===== config.mk =====
export PLATFORM = sky130hd
export DESIGN_NAME = resource_pool_round_robin_table
export DESIGN_NICKNAME = d
export VERILOG_FILES = /design/src/design/rrt_pkg.sv /design/src/design/rrt_ctrl.sv /design/src/design/rrt_datapath.sv /design/src/design/resource_pool_round_robin_table.sv
export SDC_FILE = /design/constraint.sdc
export NUM_CORES = 1
export LEC_CHECK = 0
export BUFFER_PORTS_ARGS = -buffer_cell sky130_fd_sc_hd__buf_2
export CORE_MARGIN = 4
export CORE_UTILIZATION = 47
export CTS_BUF_LIST = sky130_fd_sc_hd__clkbuf_8
export CTS_CLUSTER_DIAMETER = 120
export DETAILED_ROUTE_END_ITERATION = 8
export GPL_TIMING_DRIVEN = 0
export HOLD_SLACK_MARGIN = 0.02
export PLACE_DENSITY = 0.65
export SLEW_MARGIN = 25
export SYNTH_ARGS = -nofsm -noshare
export SYNTH_HDL_FRONTEND = slang
export SYNTH_HIERARCHICAL = 1
export SYNTH_SLANG_ARGS = --single-unit

===== constraint.sdc =====
create_clock -name clock -period 6.8 [get_ports clock]
set_input_delay 1.36 -clock clock [delete_from_list [all_inputs] [get_ports clock]]
set_output_delay 1.36 -clock clock [all_outputs]
set_load 0.01 [all_outputs]

===== src/design/rrt_pkg.sv =====
// shared types, codes and sizes of the round-robin worker table
package rrt_pkg;

   localparam int POOL_SIZE = 16;
   localparam int ID_WIDTH  = 16;

   localparam int OP_W      = 3;
   localparam int FIELD_W   = 16;
   localparam int CODE_W    = 3;
   localparam int STATUS_W  = 2;
   localparam int ID_KEEP_W = (ID_WIDTH < FIELD_W) ? ID_WIDTH : FIELD_W;
   localparam int SLOT_W    = (POOL_SIZE > 1) ? $clog2(POOL_SIZE) : 1;
   localparam int COUNT_W   = $clog2(POOL_SIZE + 1);

   typedef enum logic [OP_W-1:0] {
      OP_ADD      = 3'd0,
      OP_PICK     = 3'd1,
      OP_ASSIGN   = 3'd2,
      OP_COMPLETE = 3'd3,
      OP_MAINT    = 3'd4,
      OP_RELEASE  = 3'd5
   } rrt_op_type;

   localparam logic [CODE_W-1:0] RC_OK       = 3'd0;
   localparam logic [CODE_W-1:0] RC_FULL     = 3'd1;
   localparam logic [CODE_W-1:0] RC_DUP      = 3'd2;
   localparam logic [CODE_W-1:0] RC_NOTFOUND = 3'd3;
   localparam logic [CODE_W-1:0] RC_NOTAVAIL = 3'd4;
   localparam logic [CODE_W-1:0] RC_NOTBUSY  = 3'd5;
   localparam logic [CODE_W-1:0] RC_EMPTY    = 3'd6;
   localparam logic [CODE_W-1:0] RC_NONE     = 3'd7;

   localparam logic [STATUS_W-1:0] SL_AVAILABLE = 2'd0;
   localparam logic [STATUS_W-1:0] SL_BUSY      = 2'd1;
   localparam logic [STATUS_W-1:0] SL_MAINT     = 2'd2;

   typedef struct packed {
      logic [OP_W-1:0]    operation;
      logic [FIELD_W-1:0] worker_id;
      logic [FIELD_W-1:0] order_id;
   } rrt_req_type;

   typedef struct packed {
      logic [CODE_W-1:0]  result_code;
      logic [FIELD_W-1:0] picked_id;
      logic [FIELD_W-1:0] finished_order;
   } rrt_rsp_type;

   typedef struct packed {
      logic [ID_KEEP_W-1:0] id;
      logic [STATUS_W-1:0]  status;
      logic [FIELD_W-1:0]   order;
   } rrt_entry_type;

   typedef struct packed {
      logic load;
      logic scan;
      logic finish;
   } rrt_cmd_type;

   typedef struct packed {
      logic scan_done;
   } rrt_stat_type;

endpackage


===== src/design/rrt_ctrl.sv =====
// sequencer: accept, slot scan, commit and answer
module rrt_ctrl (
   input  logic                 clock,
   input  logic                 reset,
   input  logic                 start,
   output logic                 busy,
   output rrt_pkg::rrt_cmd_type cmd,
   input  rrt_pkg::rrt_stat_type stat
);
   import rrt_pkg::*;

   typedef enum logic [2:0] {
      ST_IDLE   = 3'b001,
      ST_SCAN   = 3'b010,
      ST_FINISH = 3'b100
   } state_type;

   state_type state_ff;
   state_type state_in;

   always_comb begin
      state_in   = state_ff;
      cmd.load   = 1'b0;
      cmd.scan   = 1'b0;
      cmd.finish = 1'b0;
      unique case (state_ff)
         ST_IDLE: begin
            if (start) begin
               cmd.load = 1'b1;
               state_in = ST_SCAN;
            end
         end
         ST_SCAN: begin
            cmd.scan = 1'b1;
            if (stat.scan_done) begin
               state_in = ST_FINISH;
            end
         end
         ST_FINISH: begin
            cmd.finish = 1'b1;
            state_in   = ST_IDLE;
         end
         default: begin
            state_in = ST_IDLE;
         end
      endcase
   end

   always_ff @(posedge clock) begin
      if (reset) begin
         state_ff <= ST_IDLE;
      end else begin
         state_ff <= state_in;
      end
   end

   assign busy = (state_ff != ST_IDLE);

endmodule


===== src/design/rrt_datapath.sv =====
// slot memory, scan pointers, pool counters and result register
module rrt_datapath (
   input  logic                  clock,
   input  logic                  reset,
   input  rrt_pkg::rrt_cmd_type  cmd,
   input  rrt_pkg::rrt_req_type  req_data,
   output rrt_pkg::rrt_stat_type stat,
   output logic                  rsp_valid,
   output rrt_pkg::rrt_rsp_type  rsp_data
);
   import rrt_pkg::*;

   rrt_entry_type mem [POOL_SIZE];

   rrt_req_type          req_ff;
   logic [COUNT_W-1:0]   count_ff;
   logic [COUNT_W-1:0]   count_in;
   logic [SLOT_W-1:0]    ptr_ff;
   logic [SLOT_W-1:0]    ptr_in;
   logic [COUNT_W-1:0]   issued_ff;
   logic [SLOT_W-1:0]    addr_ff;
   logic [SLOT_W-1:0]    addr_in;
   logic                 rd_vld_ff;
   logic [SLOT_W-1:0]    rd_idx_ff;
   rrt_entry_type        rd_entry_ff;
   logic                 hit_ff;
   logic [SLOT_W-1:0]    hit_idx_ff;
   rrt_entry_type        hit_entry_ff;
   logic                 rsp_valid_ff;
   rrt_rsp_type          rsp_ff;
   rrt_rsp_type          rsp_in;

   logic                 issue;
   logic                 match;
   logic [ID_KEEP_W-1:0] req_id;
   logic                 wr_en;
   logic [SLOT_W-1:0]    wr_idx;
   rrt_entry_type        wr_entry;

   assign req_id = req_ff.worker_id[ID_KEEP_W-1:0];
   assign issue  = cmd.scan && (issued_ff != count_ff);

   // pick looks for an available slot, every other operation for the id
   assign match = (req_ff.operation == OP_PICK) ? (rd_entry_ff.status == SL_AVAILABLE)
                                                : (rd_entry_ff.id == req_id);

   assign stat.scan_done = hit_ff || (!rd_vld_ff && (issued_ff == count_ff));

   // scan wraps over the occupied slots only
   always_comb begin
      if ((COUNT_W'(addr_ff) + COUNT_W'(1)) == count_ff) begin
         addr_in = '0;
      end else begin
         addr_in = SLOT_W'(addr_ff + SLOT_W'(1));
      end
   end

   always_comb begin
      rsp_in   = '0;
      count_in = count_ff;
      ptr_in   = ptr_ff;
      wr_en    = 1'b0;
      wr_idx   = hit_idx_ff;
      wr_entry = hit_entry_ff;
      rsp_in.result_code = RC_OK;
      case (req_ff.operation) inside
         OP_ADD: begin
            if (count_ff == COUNT_W'(POOL_SIZE)) begin
               rsp_in.result_code = RC_FULL;
            end else if (hit_ff) begin
               rsp_in.result_code = RC_DUP;
            end else begin
               wr_en           = 1'b1;
               wr_idx          = SLOT_W'(count_ff);
               wr_entry.id     = req_id;
               wr_entry.status = SL_AVAILABLE;
               wr_entry.order  = '0;
               count_in        = COUNT_W'(count_ff + COUNT_W'(1));
            end
         end
         OP_PICK: begin
            if (count_ff == '0) begin
               rsp_in.result_code = RC_EMPTY;
            end else if (hit_ff) begin
               rsp_in.picked_id = FIELD_W'(hit_entry_ff.id);
               if ((COUNT_W'(hit_idx_ff) + COUNT_W'(1)) == count_ff) begin
                  ptr_in = '0;
               end else begin
                  ptr_in = SLOT_W'(hit_idx_ff + SLOT_W'(1));
               end
            end else begin
               rsp_in.result_code = RC_NONE;
            end
         end
         OP_ASSIGN, OP_COMPLETE, OP_MAINT, OP_RELEASE: begin
            if (!hit_ff) begin
               rsp_in.result_code = RC_NOTFOUND;
            end else begin
               case (req_ff.operation)
                  OP_ASSIGN: begin
                     if (hit_entry_ff.status != SL_AVAILABLE) begin
                        rsp_in.result_code = RC_NOTAVAIL;
                     end else begin
                        wr_en           = 1'b1;
                        wr_entry.status = SL_BUSY;
                        wr_entry.order  = req_ff.order_id;
                     end
                  end
                  OP_COMPLETE: begin
                     if (hit_entry_ff.status != SL_BUSY) begin
                        rsp_in.result_code = RC_NOTBUSY;
                     end else begin
                        rsp_in.finished_order = hit_entry_ff.order;
                        wr_en           = 1'b1;
                        wr_entry.status = SL_AVAILABLE;
                        wr_entry.order  = '0;
                     end
                  end
                  OP_MAINT: begin
                     wr_en           = 1'b1;
                     wr_entry.status = SL_MAINT;
                     wr_entry.order  = '0;
                  end
                  default: begin
                     wr_en           = 1'b1;
                     wr_entry.status = SL_AVAILABLE;
                     wr_entry.order  = '0;
                  end
               endcase
            end
         end
         default: begin
         end
      endcase
   end

   // slot memory: one write port, one registered read port
   always_ff @(posedge clock) begin
      if (cmd.finish && wr_en) begin
         mem[wr_idx] <= wr_entry;
      end
      if (issue) begin
         rd_entry_ff <= mem[addr_ff];
         rd_idx_ff   <= addr_ff;
      end
   end

   always_ff @(posedge clock) begin
      if (cmd.load) begin
         req_ff <= req_data;
      end
      if (rd_vld_ff && match && !hit_ff) begin
         hit_idx_ff   <= rd_idx_ff;
         hit_entry_ff <= rd_entry_ff;
      end
      if (cmd.finish) begin
         rsp_ff <= rsp_in;
      end
   end

   always_ff @(posedge clock) begin
      if (reset) begin
         count_ff     <= '0;
         ptr_ff       <= '0;
         issued_ff    <= '0;
         addr_ff      <= '0;
         rd_vld_ff    <= 1'b0;
         hit_ff       <= 1'b0;
         rsp_valid_ff <= 1'b0;
      end else begin
         rsp_valid_ff <= cmd.finish;
         if (cmd.load) begin
            issued_ff <= '0;
            rd_vld_ff <= 1'b0;
            hit_ff    <= 1'b0;
            addr_ff   <= (req_data.operation == OP_PICK) ? ptr_ff : '0;
         end else begin
            rd_vld_ff <= issue;
            if (issue) begin
               issued_ff <= COUNT_W'(issued_ff + COUNT_W'(1));
               addr_ff   <= addr_in;
            end
            if (rd_vld_ff && match) begin
               hit_ff <= 1'b1;
            end
         end
         if (cmd.finish) begin
            count_ff <= count_in;
            ptr_ff   <= ptr_in;
         end
      end
   end

   assign rsp_valid = rsp_valid_ff;
   assign rsp_data  = rsp_ff;

endmodule


===== src/design/resource_pool_round_robin_table.sv =====
// top level of the round-robin worker table
//
//   channel   ports                          handshake
//   request   req_data                       start high while busy low
//   result    rsp_valid, rsp_data            one-cycle strobe, no back-pressure
//
// busy stays high while a word is in work: the slot scan reads
// the slot memory once per cycle over the occupied slots and stops at the
// first hit. the result word shows in the first cycle with busy low, and a
// new word may be started in that same cycle. reset empties the pool and
// zeroes the pick pointer; slot contents are left as they are.
module resource_pool_round_robin_table (
   input  logic                 clock,
   input  logic                 reset,
   input  logic                 start,
   output logic                 busy,
   input  rrt_pkg::rrt_req_type req_data,
   output logic                 rsp_valid,
   output rrt_pkg::rrt_rsp_type rsp_data
);
   import rrt_pkg::*;

   rrt_cmd_type  cmd;
   rrt_stat_type stat;

   rrt_ctrl u_ctrl (
      .clock (clock),
      .reset (reset),
      .start (start),
      .busy  (busy),
      .cmd   (cmd),
      .stat  (stat)
   );

   rrt_datapath u_datapath (
      .clock     (clock),
      .reset     (reset),
      .cmd       (cmd),
      .req_data  (req_data),
      .stat      (stat),
      .rsp_valid (rsp_valid),
      .rsp_data  (rsp_data)
   );

endmodule


==> key figures, run 1 <==
Cells and area
  – Share of cells above drive strength 1: 33.3%
  – Filler cell count: 4,297
  – Final nets: 1,560
  – Layout area overhead: 16.7%
  – FF/Latch Area: 21,200 sq um
  – Area of the multi-input gates: 6020 sq um
  – Final core occ: 55.5%
  – Design area: 32,100 sq um

Critical path
  – CP required: 7190 ps
  – Crit-path max FO: 10
  – CP arrival: 4290 ps
  – WS Path Type: register to register
  – Reg2reg start: u_datapath/count_ff[0]
  – Critical Path Sink Type: register
  – Worst setup path start: u_datapath/count_ff[0]
  – Startpoint Class: register

Drt
  – Post-route ant nets: 0
  – Initial DRC count: 1,572
  – DRT Pass-1 Iters: 5
  – Vias: 13.8k
  – Per-cell routed wire length: 27.6 microns
  – Drt drc: 0
  – Vias per std cell: 5.83
  – Final WL: 65.2 mm

Clock network
  – Reg clk slew, reported paths: 60 ps
  – Post_cts resized: 0
  – Clk root buf: clkbuf_8
  – CTS Buf Count: 110
  – Clk sinks: 714
  – Clk Latency, worst-skew pair: 700 ps
  – # H-tree levels: 3
  – CTS tree: built
  – Post-CTS Setup Bufs: 0
  – Hold-fix buffers, CTS: 0
  – Worst-case clock buffer depth: 3

Synthesis
  – Register area share after synthesis: 77.1%
  – Post-Syn Area per Cell: 22.0 sq um
  – Synth Register Bits: 714
  – Mapped Area: 27,500 sq um
  – Mapped Cells: 1,249
  – Syn_nets: 1,293
  – Asr flop ratio synth: 0%
  – Yosys cell types: 62
  – Top_reg_cell synth: edfxtp_1
  – Post-synth EDFFs: 690
  – YS warnings: 6

Power and ir drop
  – Logic gate share of total power: 5.5%
  – Sequential share of power: 55.9%
  – Tot Pwr: 8.64 mW
  – Internal Dissipation: 6.78 mW
  – Sw power: 1.87 mW
  – Max IR drop VDD: 0.160 mV
  – Leakage power: 10.6 nW
  – Clock power share: 38.6%
  – Pwr Density: 269 nW/um^2
  – Switching Fraction: 21.6%

Timing
  – Tcrit/Tclk final: 57.3%
  – Hold_ws: 421 ps
  – Slew @ Worst Pin: 1080 ps
  – Post-route setup slack: 2910 ps
  – Skew final: 27.5 ps
  – Min Tclk post-route: 3890 ps
  – Worst rel slew slack: 27.8%
  – # setup viols final: 0
  – Hold Fails Final Rpt: 0
  – Unrepaired setup endpoints after global routing: false
  – Max Slew Vio Count: 0
  – Max frequency: 0.257 GHz

GRT
  – First-pass GRT wire length: 95.1 mm
  – Gr ovfl total: 0
  – Vias in the first global route: 14.3k
  – Initial antenna violation count: 1
  – Pin count of the biggest net entering global routing: 30
  – Total track usage: 20.9%

Min path
  – Hold Crit Start: u_datapath/rd_idx_ff[0]
  – Hold WC Path Type: register to register

Floorplanning
  – CORE AREA: 57,800 sq um
  – Die Wd: 250 microns
  – Die area: 62,400 sq um
  – Cell Rows: 88
  – Initial Util: 47.6%
  – Chip Height: 250 microns
  – I/O Pins: 75

Place
  – RePlAce Congestion: 0.801
  – Number of port buffers: 74
  – Placed inst area: 30,000 sq um
  – Post-place setup slack: 3020 ps
  – Hpwl dp: 43.2 mm

Flow run
  – Max-cap viol count: 0

Run status
  – Status: finished, final reports clean
[flip-flops by register name, summed over array words and instances, names as in the netlist, 5 cells and up]
register / count
u_datapath/rsp_data: 35
u_datapath/hit_entry_ff: 34
u_datapath/req_ff: 19
u_datapath/rd_entry_ff: 34
u_datapath/issued_ff: 5
u_datapath/count_ff: 5
u_datapath/mem: 544
u_datapath/req_id: 16
[path summary, 6_finish.rpt]
path / to / slack, ps / depth (start not counted)
hold / removal: u_datapath/hit_idx_ff[0] / 420 / 0
setup reg to reg: u_datapath/mem[0][11] / 2910 / 13
setup / recovery: u_datapath/mem[0][11] / 2910 / 13
hold reg to reg: u_datapath/hit_idx_ff[0] / 420 / 0
[cells in the mapped netlist (2+ instances only)]
cell type	count	area, sq um
a22o_1	15	131
nand3b_1	2	15.0
o32ai_1	3	26.3
a31oi_1	8	50.1
a22oi_1	4	30.0
mux4_2	164	3690
nor2_1	38	143
a21o_1	2	15.0
a2bb2oi_1	2	17.5
xnor2_1	28	245
buf_2	20	100
buf_1	5	18.8
inv_1	10	37.5
edfxtp_1	690	20700
buf_4	4	30.0
nor3_1	16	80.1
nor2b_1	3	18.8
dfxtp_1	24	480
o211ai_1	5	37.5
nand4_1	5	31.3
buf_6	11	124
and2_1	32	200
nor3b_1	8	60.1
ha_1	6	75.1
clkbuf_1	20	75.1
o31ai_1	2	15.0
o21ai_0	4	20.0
xor2_1	13	114
and3_1	6	37.5
a21oi_1	13	65.1
nand2b_1	5	31.3
a211oi_1	2	15.0
or3_1	4	25.0
nand2_1	18	67.6
nand3_1	10	50.1
mux4_1	6	158
mux2_2	16	180
[worst max-delay path, stage by stage, from the launching register on]
cell and delay (ps):
dfxtp_1 330, buf_2 200, inv_1 130, ha_1 260, and4bb_2 280, nor3_2 300
buf_4 240, a21o_1 160, nand2_2 190, nor3_2 650, buf_4 320, buf_6 180
buf_4 170, buf_4 170
[per-layer routing]
layer	global-route usage [%]	share of wire [%]
met1	29.2	41
met2	33.9	49
met3	3.96	7.9
met4	6.26	2.3
met5	0	0
[placed cells by master, fill, tap and decap left out, drive strengths merged, types with 8 or more instances in the layout]
| master | count |
|---|---|
| dfxtp | 24 |
| mux2 | 16 |
| xor2 | 13 |
| mux4 | 170 |
| a31oi | 8 |
| buf | 196 |
| nand3 | 10 |
| nor2 | 39 |
| xnor2 | 28 |
| edfxtp | 690 |
| nor3 | 17 |
| and2 | 32 |
| a21oi | 14 |
| inv | 58 |
| nor3b | 9 |
| clkinv | 31 |
| clkbuf | 133 |
| a22o | 15 |
| nand2 | 19 |
[power groups by stage]
stage                     registers (mW)  clock network (mW)  logic (mW)
after floorplan                     4.91                   0       0.334
after global placement              4.92                   0       0.464
after detailed placement            4.92                   0       0.483
after CTS                           4.83                3.41       0.483
after global routing                4.83                3.64       0.509
final                               4.83                3.34       0.480
[stage by stage]
step	TNS [ps]	cells
after floorplan	0	1249
after global placement	-2779150	2088
after detailed placement	0	2169
after CTS	0	2367
after global routing	0	2368
final	0	2368
[layout make-up]
class,count,share of cell area (%)
antenna,1,0.00780
buffer,61,1.15
clock buffer,113,4.85
clock inverter,85,1.55
inverter,10,0.125
multi-input combinational,464,18.8
sequential,714,66.1
tap,765,2.98
timing repair buffer,155,4.48
[cell families (layout without fill, tap and decap cells)]
kind of cell | after synthesis | count (layout) | share of synthesized area (%)
buffers and inverters | 71 | 424 | 1.47
adder cells (fa/ha/maj) | 6 | 6 | 0.273
other | 0 | 1 | 0
flip-flops | 714 | 714 | 77.1
XOR/XNOR | 42 | 42 | 1.39
AND/OR/NAND/NOR | 162 | 162 | 3.29
multiplexers | 186 | 186 | 14.7
AO/OA/AOI/OAI | 68 | 68 | 1.80
No activity file was read; power rests on OpenSTA's default activity.
==> run 2, diff against run 1 <==
- clock period: 6.8 -> 3.3 ns (I/O delays scaled with it)
==> run 2 against run 1 <==
Clock skew is 14 ps higher. Critical endpoint is now u_datapath/mem[12][13]. Die area stayed put. Critical path type unchanged. Utilization is 0.73 points higher. Global-route usage is 0.25 points higher.
==> key figures, run 2 (synthesis gave the netlist of run 1 again) <==
Power and ir drop
  – Clock power share: 37.9%
  – Tot Pwr: 17.6 mW
  – Max IR drop VDD: 0.293 mV
  – Sequential share of power: 56.4%
  – Logic gate share of total power: 5.6%
  – Internal Dissipation: 13.8 mW
  – Leakage power: 10.7 nW
  – Pwr Density: 543 nW/um^2
  – Switching Fraction: 21.7%
  – Sw power: 3.82 mW

Timing
  – Tcrit/Tclk final: 99.6%
  – Max Slew Vio Count: 0
  – Min Tclk post-route: 3290 ps
  – Setup TNS: 0 ps
  – Hold Fails Final Rpt: 0
  – Skew final: 41.0 ps
  – Slew @ Worst Pin: 1020 ps
  – Worst rel slew slack: 32.2%
  – Max frequency: 0.304 GHz
  – # setup viols final: 0

Clock network
  – Worst-case clock buffer depth: 3
  – Clk sinks: 714
  – Clk Latency, worst-skew pair: 710 ps
  – # H-tree levels: 3
  – Clk root buf: clkbuf_8
  – Reg clk slew, reported paths: 70 ps
  – CTS tree: built
  – Hold-fix buffers, CTS: 0
  – CTS Buf Count: 110

Floorplanning
  – Chip Height: 250 microns
  – Die Wd: 250 microns
  – Initial Util: 47.6%
  – Die area: 62,400 sq um
  – Cell Rows: 88
  – I/O Pins: 75
  – CORE AREA: 57,800 sq um

GRT
  – Vias in the first global route: 14.2k
  – First-pass GRT wire length: 95.8 mm
  – GR peak layer: met2
  – Grt met1 use: 30.0%
  – Initial antenna violation count: 2
  – Total track usage: 21.1%
  – GRT met2 Usage: 32.8%
  – Met3 usage: 5.05%
  – Pin count of the biggest net entering global routing: 28
  – Gr ovfl total: 0

Cells and area
  – Final core occ: 56.2%
  – Max reg flops: 544
  – Share of cells above drive strength 1: 34.8%
  – Most frequent cells in the layout: edfxtp_1, mux4_2, clkbuf_8, buf_2, inv_1
  – Area of the multi-input gates: 6180 sq um
  – Final Non-Filler Cells: 2,379
  – Reg with most FFs: u_datapath/mem
  – Commonest non-fill, non-tap cell in the layout: edfxtp_1
  – Final nets: 1,574
  – Layout area overhead: 18.2%
  – Design area: 32,500 sq um
  – FF/Latch Area: 21,200 sq um
  – Filler cell count: 4,216

Place
  – Number of port buffers: 74
  – Inst Count DP: 2,144
  – Placed inst area: 30,000 sq um
  – Hpwl dp: 41.6 mm
  – RePlAce Congestion: 0.800

Critical path
  – Critical Path Sink Type: register
  – CP required: 3690 ps
  – Critical path's largest stage delay: 360 ps
  – Cell Chain, Critical Path: clkbuf_4 > clkinvlp_4 > ha_1 > and4bb_2 > nor3_4 > buf_6 > a21o_2 > nand2_8 > nor3_4 > buf_8 > buf_8 > buf_6
  – Startpoint Class: register
  – WS Path Type: register to register
  – CP arrival: 3680 ps
  – Crit-path max FO: 10
  – Crit path max-delay cell type: dfxtp_1

Min path
  – Hold WC Path Type: primary input to register

Flow run
  – Max-cap viol count: 0

Drt
  – Final WL: 65.7 mm
  – Vias per std cell: 5.84
  – Initial DRC count: 1,561
  – Vias: 13.9k
  – DRT Pass-1 Iters: 5
  – Per-cell routed wire length: 27.6 microns
  – Post-route ant nets: 0
  – Drt drc: 0

Run status
  – Status: finished, final reports clean
run 2: changes by cell type in the layout (fill, tap and decap cells not counted), sizes merged:
cell,change
clkinv,+10
clkbuf,+4
bufinv,-2
clkinvlp,+3
buf,+11
inv,-15
run 2: critical path: cells and delay by family (launching register included):
| kind | cells | cell delay (ps) |
|---|---|---|
| AO/OA/AOI/OAI | 1 | 200 |
| buffers and inverters | 6 | 1160 |
| flip-flops | 1 | 360 |
| AND/OR/NAND/NOR | 4 | 980 |
| adder cells (fa/ha/maj) | 1 | 240 |
run 2: cell type report:
| class | count | share of cell area (%) |
|---|---|---|
| inverters | 10 | 0.135 |
| repair buffers | 169 | 5.40 |
| well taps | 765 | 2.95 |
| multi-input cells | 464 | 19.0 |
| clock inverters | 81 | 1.28 |
| plain buffers | 61 | 1.17 |
| clock buffers | 114 | 4.83 |
| diodes | 1 | 0.00770 |
| flip-flops and latches | 714 | 65.2 |
run 2: repair_timing:
| item | in CTS | in global routing |
|---|---|---|
| pin swaps | 15 | 3 |
| buffers inserted | 30 | 9 |
| setup endpoints to repair | 483 | 344 |
| gates resized for setup | 7 | 15 |
| hold endpoints to repair | 0 | 0 |
run 2: routing by layer:
layer | up-vias | part of all wire [%]
met3 | 131 | 9.1
met2 | 699 | 47
met1 | 7272 | 41
met4 | 0 | 2.8
li1 | 5783 | -
met5 | - | 0
run 2: power groups by stage:
stage	Clock (mW)	Sequential (mW)	Combinational (mW)
floorplan	0	10.1	0.691
global placement	0	10.1	0.959
detailed placement	0	10.1	0.995
CTS	6.87	9.95	1.00
global route	7.32	9.94	1.06
finish	6.69	9.95	0.994
run 2: final timing paths:
check	cells past startpoint	startpoint	slack, ps	end
min reg2reg	0	u_datapath/rd_entry_ff[1]	420	u_datapath/hit_entry_ff[1]
max	12	u_datapath/count_ff[0]	10	u_datapath/mem[12][13]
min	1	req_data[25]	140	u_datapath/req_id[9]
max reg2reg	12	u_datapath/count_ff[0]	10	u_datapath/mem[12][13]
run 2: through the flow:
stage | worst slack [ps] | hold WS (ps)
floorplan | -490 | 400
global placement | -3640 | 402
detailed placement | -341 | 405
CTS | 11.0 | 77.7
global route | -28.7 | 97.7
finish | 14.0 | 137
==> run 3, diff against run 2 <==
- CORE_UTILIZATION: 47 -> 60
- PLACE_DENSITY: 0.65 -> 0.77
- clock period: 3.3 -> 3.6 ns (I/O delays scaled with it)
==> run 3 against run 2 <==
Largest cell class unchanged. Clock skew fell by 12 ps. Sequential power fell by 8.3%. Sequential share of layout area rose by 1.2 points. Cell area fell by 1.8%. Critical endpoint is now u_datapath/mem[10][19]. Flip-flop and latch count did not move. Clock power fell by 9.4%.
==> key figures, run 3 (synthesis gave the netlist of run 1 again) <==
Critical path
  – Startpoint Class: register
  – Crit path max-delay cell type: nor2_4
  – Reg2reg start: u_datapath/count_ff[0]
  – CP required: 3960 ps
  – Worst r2r dst: u_datapath/mem[10][19]
  – Critical Path Sink Type: register
  – Cell Chain, Critical Path: buf_2 > inv_1 > ha_1 > and4bb_2 > nor3_2 > buf_4 > a21o_1 > o211ai_1 > nor2_4 > buf_16 > buf_12
  – Critical path's largest stage delay: 500 ps
  – WS Path Type: register to register
  – Crit-path max FO: 15
  – Crit path max-delay family: buffers and inverters
  – R2R depth: 11
  – CP arrival: 3880 ps
  – Reg-to-reg slack, setup: 80 ps
  – Crit path buf inv count: 5

Timing
  – Unrepaired setup endpoints after global routing: true
  – Max frequency: 0.284 GHz
  – Skew final: 29.5 ps
  – # setup viols final: 0
  – Worst rel slew slack: 30.4%
  – Tcrit/Tclk final: 97.8%
  – Max Slew Vio Count: 0
  – Min Tclk post-route: 3520 ps
  – Slew @ Worst Pin: 1040 ps
  – Hold Fails Final Rpt: 0

Cells and area
  – Final Non-Filler Cells: 2,185
  – Share of cells above drive strength 1: 33.8%
  – FF/Latch Area: 21,200 sq um
  – Ant diodes: 0
  – Most frequent cells in the layout: edfxtp_1, mux4_2, clkbuf_8, buf_2, inv_1
  – Final core occ: 70.4%
  – Layout area overhead: 16.1%
  – Final nets: 1,554
  – Filler cell count: 2,542
  – Area of the multi-input gates: 6110 sq um
  – Commonest non-fill, non-tap cell in the layout: edfxtp_1
  – Reg with most FFs: u_datapath/mem
  – Max reg flops: 544

Floorplanning
  – Cell Rows: 78
  – Chip Height: 222 microns
  – Initial Util: 60.6%
  – Die area: 49,300 sq um
  – I/O Pins: 75
  – CORE AREA: 45,400 sq um
  – Die Wd: 222 microns

Min path
  – Hold WC Path Type: primary input to register
  – Hold endpoint: u_datapath/req_ff[14]
  – Hold path cells: 1
  – Hold Crit Start: req_data[14]

Drt
  – Drt drc: 0
  – Vias: 14.0k
  – Post-route ant nets: 0
  – Final WL: 64.5 mm
  – DRT Pass-1 Iters: 6
  – Initial DRC count: 2,315
  – Per-cell routed wire length: 29.5 microns
  – Vias per std cell: 6.43

Power and ir drop
  – Leakage power: 10.6 nW
  – Tot Pwr: 16.1 mW
  – Pwr Density: 504 nW/um^2
  – Max IR drop VDD: 0.315 mV

Place
  – Number of port buffers: 74
  – RePlAce Congestion: 0.859
  – Inst Count DP: 1,980
  – Hpwl dp: 41.0 mm

Clock network
  – CTS Buf Count: 109
  – CTS tree: built
  – Reg clk slew, reported paths: 70 ps
  – Clk sinks: 714
  – Clk root buf: clkbuf_8
  – Worst-case clock buffer depth: 3
  – # H-tree levels: 3
  – Clk Latency, worst-skew pair: 690 ps

Flow run
  – Max-cap viol count: 0

GRT
  – Pin count of the biggest net entering global routing: 32
  – Initial antenna violation count: 1
  – Gr ovfl total: 0
  – First-pass GRT wire length: 92.9 mm
  – Vias in the first global route: 14.3k
  – Total track usage: 26.0%

Run status
  – Status: finished, final reports clean
-- run 3: worst max-delay path by stage --
stage | from | endpoint | slack [ps] | depth (start not counted)
global route | u_datapath/count_ff[0] | u_datapath/mem[10][21] | -60 | 11
floorplan | u_ctrl/state_ff[2] | u_datapath/mem[4][0] | -190 | 4
global placement | u_ctrl/state_ff[2] | u_datapath/mem[12][12] | -3100 | 4
finish | u_datapath/count_ff[0] | u_datapath/mem[10][19] | 80 | 11
detailed placement | u_datapath/count_ff[1] | u_datapath/mem[8][11] | -200 | 12
CTS | u_datapath/count_ff[1] | u_datapath/mem[12][19] | 40 | 11
-- run 3: per-stage QoR --
stage / TNS [ps] / hold WS (ps) / cell area [sq um] / setup slack [ps]
3_3_place_gp: -1444860 / 402 / 28700 / -3100
5_1_grt: -814 / 176 / 31900 / -56.3
3_5_place_dp: -3550 / 405 / 29800 / -201
4_1_cts: 0 / 152 / 31800 / 43.6
6_report: 0 / 214 / 31900 / 80.0
2_1_floorplan: -50190 / 400 / 27600 / -190
-- run 3: layout make-up --
class	instances	share of cell area, %
inverters	10	0.125
clock inverters	73	1.23
well taps	600	2.35
clock buffers	113	4.87
plain buffers	61	1.16
multi-input cells	464	19.1
flip-flops and latches	714	66.4
repair buffers	150	4.73
-- run 3: timing repair --
action	CTS	global route
buffers inserted	3	16
endpoints found under the setup margin	29	112
hold endpoints to repair	0	0
gates resized for setup	0	5
hold buffers	0	0
pin swaps	3	8
-- run 3: report_power, final --
part | internal [mW] | switching (mW) | leakage, nW | total [mW]
Combinational | 0.435 | 0.472 | 2.92 | 0.907
Sequential | 9.09 | 0.0296 | 6.50 | 9.12
Clock | 3.10 | 2.96 | 1.14 | 6.06
-- run 3: worst reg2reg max path, delay by kind of cell (launching register included) --
kind	cells	cell delay, ps
and+or+nand+nor	3	1020
DFF	1	330
adders and majority gates	1	260
AOI/OAI and AO/OA	2	490
buffers and inverters	5	1090
-- run 3: metal layers --
metal  wire length (microns)  GRT usage [%]
met1                   22900           36.3
met2                   32100           41.5
met3                    7370           5.51
met4                    2060           9.54
met5                      13              0
